===== src/ipid_pkg.sv =====
package ipid_pkg;

  localparam int FrameBitsDefault = 32;

  localparam int IntervalWidth = 16;
  localparam int CodeWidth     = 8;
  localparam int CfgIndexWidth = 3;
  localparam int CfgDataWidth  = 16;

  localparam logic [IntervalWidth-1:0] LeaderMinReset = 16'd17400;
  localparam logic [IntervalWidth-1:0] LeaderMaxReset = 16'd30000;
  localparam logic [IntervalWidth-1:0] ZeroMinReset   = 16'd1520;
  localparam logic [IntervalWidth-1:0] BitSplitReset  = 16'd3200;
  localparam logic [IntervalWidth-1:0] OneMaxReset    = 16'd6400;
  localparam logic [CodeWidth-1:0]     UserCodeReset  = 8'd0;
  localparam logic [CodeWidth-1:0]     KeyCodeReset   = 8'd0;

  // New bits land in the top of the byte, which shifts right.
  localparam logic [CodeWidth-1:0] BitInMask = 8'h80;

  typedef enum logic [CfgIndexWidth-1:0] {
    CFG_LEADER_MIN = 3'd0,
    CFG_LEADER_MAX = 3'd1,
    CFG_ZERO_MIN   = 3'd2,
    CFG_BIT_SPLIT  = 3'd3,
    CFG_ONE_MAX    = 3'd4,
    CFG_USER_CODE  = 3'd5,
    CFG_KEY_CODE   = 3'd6
  } cfg_index_t;

  typedef struct packed {
    logic [IntervalWidth-1:0] leader_min;
    logic [IntervalWidth-1:0] leader_max;
    logic [IntervalWidth-1:0] zero_min;
    logic [IntervalWidth-1:0] bit_split;
    logic [IntervalWidth-1:0] one_max;
    logic [CodeWidth-1:0]     user_code;
    logic [CodeWidth-1:0]     key_code;
  } cfg_t;

  typedef struct packed {
    logic                 leader_seen;
    logic                 frame_done;
    logic                 frame_ok;
    logic [CodeWidth-1:0] key_value;
    logic [CodeWidth-1:0] leader_total;
  } result_t;

  function automatic logic in_band(input logic [IntervalWidth-1:0] v,
                                   input logic [IntervalWidth-1:0] lo,
                                   input logic [IntervalWidth-1:0] hi);
    in_band = (v > lo) && (v < hi);
  endfunction

endpackage


===== src/ipid_cfg_regs.sv =====
module ipid_cfg_regs (
  input  logic                                clk,
  input  logic                                rst_n,
  input  logic                                cfg_we,
  input  logic [ipid_pkg::CfgIndexWidth-1:0]  cfg_index,
  input  logic [ipid_pkg::CfgDataWidth-1:0]   cfg_wdata,
  output ipid_pkg::cfg_t                      cfg
);
  import ipid_pkg::*;

  cfg_t cfg_r;
  cfg_t cfg_nxt;

  always_comb begin
    cfg_nxt = cfg_r;
    if (cfg_we) begin
      case (cfg_index)
        CFG_LEADER_MIN: cfg_nxt.leader_min = cfg_wdata;
        CFG_LEADER_MAX: cfg_nxt.leader_max = cfg_wdata;
        CFG_ZERO_MIN:   cfg_nxt.zero_min   = cfg_wdata;
        CFG_BIT_SPLIT:  cfg_nxt.bit_split  = cfg_wdata;
        CFG_ONE_MAX:    cfg_nxt.one_max    = cfg_wdata;
        CFG_USER_CODE:  cfg_nxt.user_code  = cfg_wdata[CodeWidth-1:0];
        CFG_KEY_CODE:   cfg_nxt.key_code   = cfg_wdata[CodeWidth-1:0];
        default:        cfg_nxt = cfg_r;
      endcase
    end
  end

  always_ff @(posedge clk) begin
    if (!rst_n) begin
      cfg_r.leader_min <= LeaderMinReset;
      cfg_r.leader_max <= LeaderMaxReset;
      cfg_r.zero_min   <= ZeroMinReset;
      cfg_r.bit_split  <= BitSplitReset;
      cfg_r.one_max    <= OneMaxReset;
      cfg_r.user_code  <= UserCodeReset;
      cfg_r.key_code   <= KeyCodeReset;
    end else begin
      cfg_r <= cfg_nxt;
    end
  end

  assign cfg = cfg_r;

endmodule


===== src/ipid_decode.sv =====
module ipid_decode #(
  parameter int FRAME_BITS = ipid_pkg::FrameBitsDefault
) (
  input  logic                                clk,
  input  logic                                rst_n,
  input  logic                                step,
  input  logic [ipid_pkg::IntervalWidth-1:0]  interval,
  input  ipid_pkg::cfg_t                      cfg,
  output ipid_pkg::result_t                   result
);
  import ipid_pkg::*;

  localparam int CountWidth = $clog2(FRAME_BITS);
  localparam logic [CountWidth-1:0] LastBit = CountWidth'(FRAME_BITS - 1);

  logic                  armed_r, armed_nxt;
  logic [CountWidth-1:0] bit_count_r, bit_count_nxt;
  logic [CodeWidth-1:0]  bytes_r [4];
  logic [CodeWidth-1:0]  bytes_nxt [4];
  logic                  valid_flag_r, valid_flag_nxt;
  logic [CodeWidth-1:0]  key_hold_r, key_hold_nxt;
  logic [CodeWidth-1:0]  leader_cnt_r, leader_cnt_nxt;

  logic                  is_leader, is_one, is_zero, done;
  logic [6:0]            count_wide;
  logic [1:0]            byte_idx;
  logic [CodeWidth-1:0]  shifted;
  logic                  frame_good;

  always_comb begin
    is_leader  = in_band(interval, cfg.leader_min, cfg.leader_max);
    is_one     = in_band(interval, cfg.bit_split, cfg.one_max);
    is_zero    = in_band(interval, cfg.zero_min, cfg.bit_split);
    count_wide = 7'(bit_count_r);
    // Bits past the fourth byte wrap back into the first one.
    byte_idx   = count_wide[4:3];
    shifted    = (bytes_r[byte_idx] >> 1) | (is_one ? BitInMask : '0);

    armed_nxt      = armed_r;
    bit_count_nxt  = bit_count_r;
    bytes_nxt      = bytes_r;
    valid_flag_nxt = valid_flag_r;
    key_hold_nxt   = key_hold_r;
    leader_cnt_nxt = leader_cnt_r;
    done           = 1'b0;

    if (is_leader) begin
      armed_nxt      = 1'b1;
      bit_count_nxt  = '0;
      leader_cnt_nxt = leader_cnt_r + 1'b1;
    end else if (armed_r) begin
      if (is_one || is_zero) begin
        bytes_nxt[byte_idx] = shifted;
        if (bit_count_r == LastBit) begin
          armed_nxt     = 1'b0;
          bit_count_nxt = '0;
          done          = 1'b1;
        end else begin
          bit_count_nxt = bit_count_r + 1'b1;
        end
      end else begin
        armed_nxt     = 1'b0;
        bit_count_nxt = '0;
      end
    end

    // The check sees the bytes including the bit that completes the frame.
    frame_good = (bytes_nxt[0] == ~bytes_nxt[1]) && (bytes_nxt[0] == cfg.user_code) &&
                 (bytes_nxt[2] == ~bytes_nxt[3]) && (bytes_nxt[2] == cfg.key_code);
    if (done) begin
      valid_flag_nxt = frame_good;
      key_hold_nxt   = frame_good ? bytes_nxt[2] : '0;
    end

    result.leader_seen  = is_leader;
    result.frame_done   = done;
    result.frame_ok     = valid_flag_nxt;
    result.key_value    = key_hold_nxt;
    result.leader_total = leader_cnt_nxt;
  end

  always_ff @(posedge clk) begin
    if (!rst_n) begin
      armed_r      <= 1'b0;
      bit_count_r  <= '0;
      bytes_r      <= '{default: '0};
      valid_flag_r <= 1'b0;
      key_hold_r   <= '0;
      leader_cnt_r <= '0;
    end else if (step) begin
      armed_r      <= armed_nxt;
      bit_count_r  <= bit_count_nxt;
      bytes_r      <= bytes_nxt;
      valid_flag_r <= valid_flag_nxt;
      key_hold_r   <= key_hold_nxt;
      leader_cnt_r <= leader_cnt_nxt;
    end
  end

endmodule


===== src/ir_pulse_interval_decoder.sv =====
// An accepted interval word goes through the input register, then the result
// register. Throughput: one interval word per cycle unless out_stall holds a
// full result register; the decoder state updates as the word moves from the
// input register into the result register.
// Reset (rst_n, synchronous, active low) clears the decoder state, the valid
// flags and loads the default band limits and codes.
module ir_pulse_interval_decoder #(
  parameter int FRAME_BITS = ipid_pkg::FrameBitsDefault
) (
  input  logic                                clk,
  input  logic                                rst_n,
  input  logic                                in_valid,
  output logic                                in_stall,
  input  logic [ipid_pkg::IntervalWidth-1:0]  in_interval,
  output logic                                out_valid,
  input  logic                                out_stall,
  output logic                                out_leader_seen,
  output logic                                out_frame_done,
  output logic                                out_frame_ok,
  output logic [ipid_pkg::CodeWidth-1:0]      out_key_value,
  output logic [ipid_pkg::CodeWidth-1:0]      out_leader_total,
  input  logic                                cfg_we,
  input  logic [ipid_pkg::CfgIndexWidth-1:0]  cfg_index,
  input  logic [ipid_pkg::CfgDataWidth-1:0]   cfg_wdata
);
  import ipid_pkg::*;

  cfg_t                     cfg;
  result_t                  result;
  result_t                  out_r;
  logic                     s1_valid_r;
  logic [IntervalWidth-1:0] s1_interval_r;
  logic                     out_valid_r;
  logic                     advance;
  logic                     in_take;

  ipid_cfg_regs u_cfg (
    .clk       (clk),
    .rst_n     (rst_n),
    .cfg_we    (cfg_we),
    .cfg_index (cfg_index),
    .cfg_wdata (cfg_wdata),
    .cfg       (cfg)
  );

  // The result register frees up when empty or when its word is taken.
  assign advance  = s1_valid_r && (!out_valid_r || !out_stall);
  assign in_stall = s1_valid_r && !advance;
  assign in_take  = in_valid && !in_stall;

  ipid_decode #(
    .FRAME_BITS (FRAME_BITS)
  ) u_decode (
    .clk      (clk),
    .rst_n    (rst_n),
    .step     (advance),
    .interval (s1_interval_r),
    .cfg      (cfg),
    .result   (result)
  );

  always_ff @(posedge clk) begin
    if (!rst_n) begin
      s1_valid_r  <= 1'b0;
      out_valid_r <= 1'b0;
    end else begin
      if (in_take) begin
        s1_valid_r <= 1'b1;
      end else if (advance) begin
        s1_valid_r <= 1'b0;
      end
      if (advance) begin
        out_valid_r <= 1'b1;
      end else if (!out_stall) begin
        out_valid_r <= 1'b0;
      end
    end
  end

  always_ff @(posedge clk) begin
    if (in_take) begin
      s1_interval_r <= in_interval;
    end
    if (advance) begin
      out_r <= result;
    end
  end

  assign out_valid        = out_valid_r;
  assign out_leader_seen  = out_r.leader_seen;
  assign out_frame_done   = out_r.frame_done;
  assign out_frame_ok     = out_r.frame_ok;
  assign out_key_value    = out_r.key_value;
  assign out_leader_total = out_r.leader_total;

  a_not_both : assert property (@(posedge clk) disable iff (!rst_n)
    out_valid_r |-> !(out_r.leader_seen && out_r.frame_done))
    else $error("leader and frame completion reported for the same word");

  a_key_zero : assert property (@(posedge clk) disable iff (!rst_n)
    (out_valid_r && !out_r.frame_ok) |-> (out_r.key_value == '0))
    else $error("key value held nonzero without a valid frame");

  a_stall_src : assert property (@(posedge clk) disable iff (!rst_n)
    in_stall |-> (s1_valid_r && out_valid_r && out_stall))
    else $error("input stalled while the pipeline could move");

  a_out_hold : assert property (@(posedge clk) disable iff (!rst_n)
    (out_valid_r && out_stall) |=> out_valid_r)
    else $error("stalled result word dropped");

endmodule


===== config.mk =====
export PLATFORM = sky130hd
export DESIGN_NAME = ir_pulse_interval_decoder
export DESIGN_NICKNAME = d
export VERILOG_FILES = /design/src/ipid_pkg.sv /design/src/ipid_cfg_regs.sv /design/src/ipid_decode.sv /design/src/ir_pulse_interval_decoder.sv
export SDC_FILE = /design/constraint.sdc
export NUM_CORES = 1
export LEC_CHECK = 0
export BUFFER_PORTS_ARGS = -buffer_cell sky130_fd_sc_hd__buf_4
export CORE_ASPECT_RATIO = 0.8
export CORE_UTILIZATION = 54
export CTS_CLUSTER_SIZE = 20
export DETAILED_ROUTE_END_ITERATION = 10
export PLACE_DENSITY_LB_ADDON = 0.05
export SYNTH_ARGS = -nofsm -noshare
export SYNTH_HDL_FRONTEND = slang
export SYNTH_SLANG_ARGS = --single-unit

===== constraint.sdc =====
create_clock -name clk -period 11.61 [get_ports clk]
set_clock_uncertainty 0.1 [all_clocks]
set_input_delay 2.322 -clock clk [delete_from_list [all_inputs] [get_ports clk]]
set_output_delay 2.322 -clock clk [all_outputs]
set_load 0.02 [all_outputs]

==> results.yml <==
logic_synthesis:
  ys.flop_type: "dfxtp_1"
  synth_top_cells_by_count: "nand2_1 (224), dfxtp_1 (153), a21oi_1 (111)"
  synthCells: 1195
  yosysSeqAreaShare_pct: 39.75
  synth_compound_area_share_pct: 17.87
  synth_area_leaders: "dfxtp_1 (30%), edfxtp_1 (10%), ha_1 (9.8%), nand2_1 (8.1%), a21oi_1 (5.4%)"
  synth_edf_count: 35
  synth_area_mm2: 0.01035
  syn_nets: 1316
  synth_xor_xnor_area_share_pct: 2.454
  synth_area_leader_cell: "dfxtp_1"
  avgSynthCellArea_um2: 8.661
  synth_adder_area_share_pct: 9.792
  synth_top_family_by_area: "simple AND/OR/NAND/NOR gates"
  yosysMostFrequentCell: "nand2_1"
  ys_ff_latch: 188
  yosysTopAreaCellShare_pct: 29.59
  synthArstFlopShare_pct: 0
  yosys.area_share.simple_pct: 19.37
  synthMuxAreaShare_pct: 5.464
  yosysUniqueCellTypes: 80
  yosysWarnings: 0
min_path:
  min_path_type: "reg -> reg"
sta:
  rsz0062_at_grt: "false"
  fin_hold_ws_ns: 0.3536
  setup_violations: 0
  relSlewSlack_pct: 23.37
  final_hold_viol_count: 0
  timing.final.ws_setup_ns: 6.380
  tns_ns: 0
  period_minus_slack_ns: 5.230
  max_freq_ghz: 0.1912
  tightestPinTransition_ns: 1.140
  min_period_over_period_pct: 45.05
  slew_violations: 0
cells_and_area:
  finalNonFillerCells: 1499
  postLayoutCoreUtil_pct: 62.92
  multi_input_area_mm2: 0.005702
  antenna_cells: 0
  nNetsFinal: 1354
  syn2layout_area_growth_pct: 12.11
  ff_latch_area_mm2: 0.004114
  design_area_mm2: 0.01160
  fillers: 1609
  layout-drive-gt1-share_pct: 11.32
global_route:
  grt_max_degree: 94
  grt_pass1_wl_um: 44370
  grt_usage_pct: 29.67
  grt-ovfl-total: 0
  antenna_found_initial: 0
  first_global_vias: 8069
clock_network:
  clockBufferDepth: 2
  cts_sinks: 188
  ctsResizeCount: 0
  cts.hold.buffers_added: 0
  cts.clk_slew.worst_paths_ns: 0.06
  cts-root-buf: "clkbuf_16"
  cts_tree: "yes"
  post_cts.repair.setup_buffers: 0
  cts_buffers: 17
  htree_levels: 4
  clk-insertion-delay-late_ns: 0.44
power:
  leakage_nw: 4.271
  power_mw: 1.455
  p_per_area_mw_per_mm2: 125.4
  peakVddDrop_uv: 74.42
worst_setup_path:
  path_cells: "buf_4, and3_1, buf_4"
  crit_slowest_cell: "and3_1"
  critPathTopFamily: "buffers and inverters"
  end_kind: "output pin"
  worstSetupStartpointType: "primary input"
  crit_arrival_ns: 2.81
  worstPathRequired_ns: 9.19
  path_buf_inv: 2
  crit_top_cell: "buf_4"
  cp_max_fo: 3
  slowest_delay_ns: 0.20
  worstSetupPathType: "in -> out"
routing:
  drt_wl_total_um: 28240
  post_drt_wl_per_cell_um: 18.84
  vias_per_cell: 5.892
  drc_errors: 0
  vias: 8832
  drt-initial-drc-count: 928
  drt_pre_antenna_iters: 5
  detail-route-antenna-nets: 0
floorplanning:
  core_mm2: 0.01844
  die_h_um: 125.8
  io-pin-count: 61
  die_w_um: 156.8
  rows: 44
  start_util_pct: 56.12
  die-area_mm2: 0.01973
place:
  portBuffers: 60
  dp_cells: 1467
  gp_congestion: 0.9063
  placed_cell_area_mm2: 0.01100
  hpwl_um: 20130
  place_worst_setup_slack_ns: 6.375
run_status:
  status: "finished clean"
flow_run:
  cap_violations: 0
worst register-to-register path, delay by kind of cell, from the launching register on:
kind / cells / cell delay, ns
compound gates: 7 / 2.77
fa+ha+maj: 1 / 0.36
simple gates: 3 / 0.91
mux: 1 / 0.45
flops: 1 / 0.51
cells in the final DEF, fill, tap and decap left out, types with 4 or more instances in the layout:
master / instances
xnor2_1: 15
dfxtp_1: 153
mux4_2: 7
nand2b_1: 11
mux2i_1: 36
o32ai_1: 10
nor2b_1: 13
o21ai_0: 27
o211ai_1: 33
nand3_1: 29
a21oi_1: 111
edfxtp_1: 35
a21o_1: 11
nor3_1: 11
o21ai_1: 11
ha_1: 81
nor4_1: 5
o22ai_1: 5
a31oi_1: 4
or3_1: 7
inv_1: 87
inv_6: 4
nand2_1: 224
xor2_1: 14
a211oi_1: 12
nor2_1: 77
and3_1: 6
buf_4: 70
nand4_1: 20
clkbuf_16: 17
o31ai_1: 5
routing by layer:
layer / global-route usage [%] / vias to the layer above / part of all wire [%]
met2: 42.20 / 373 / 41
met4: 7.324 / 0 / 1.2
met5: 0 / - / 0
met3: 7.571 / 30 / 9.4
met1: 44.30 / 4115 / 49
li1: - / 4314 / -
sequential cells by signal, summed over array words and instances, names as in the netlist:
register               flops
u_decode.valid_flag_r      1
out_leader_total           8
s1_interval_r             16
s1_valid_r                 1
out_key_value              8
out_leader_seen            1
out_frame_ok               1
u_decode.bit_count_r       5
u_decode.armed_r           1
out_valid                  1
u_decode.bytes_r          32
out_frame_done             1
u_decode.leader_cnt_r      8
u_decode.key_hold_r        8
u_cfg.cfg                 96
report_power, final:
| part | leakage, nW | internal (mW) | switching (mW) |
|---|---|---|---|
| registers | 1.57 | 0.682 | 0.0163 |
| logic | 2.41 | 0.0532 | 0.0943 |
| clock network | 0.292 | 0.336 | 0.273 |
cell type report:
cell class	count	area share [%]
clock buffer	20	3.936
clock inverter	12	1.294
inverter	90	2.922
multi-input combinational	866	49.14
sequential	188	35.45
tap	253	2.728
timing repair buffer	70	4.529
path summary, 6_finish.rpt:
kind                                                 start                                  end  slack, ns  cells past startpoint
worst max-delay path                             out_stall                             in_stall       6.38                      3
worst min-delay path            u_cfg.cfg[59]$_SDFFE_PN0P_           u_cfg.cfg[59]$_SDFFE_PN0P_       0.35                      2
worst max register to register  s1_interval_r[9]$_DFFE_PP_  u_decode.key_hold_r[5]$_SDFFE_PN0P_       6.42                     12
worst min register to register  u_cfg.cfg[59]$_SDFFE_PN0P_           u_cfg.cfg[59]$_SDFFE_PN0P_       0.35                      2
kinds of logic after synthesis:
group           count (synthesis)
compound gates                276
buf+inv                       141
mux                            47
fa+ha+maj                      81
xor+xnor                       29
flops                         188
simple gates                  433
Note: power is estimated with default switching activity, not from simulation.
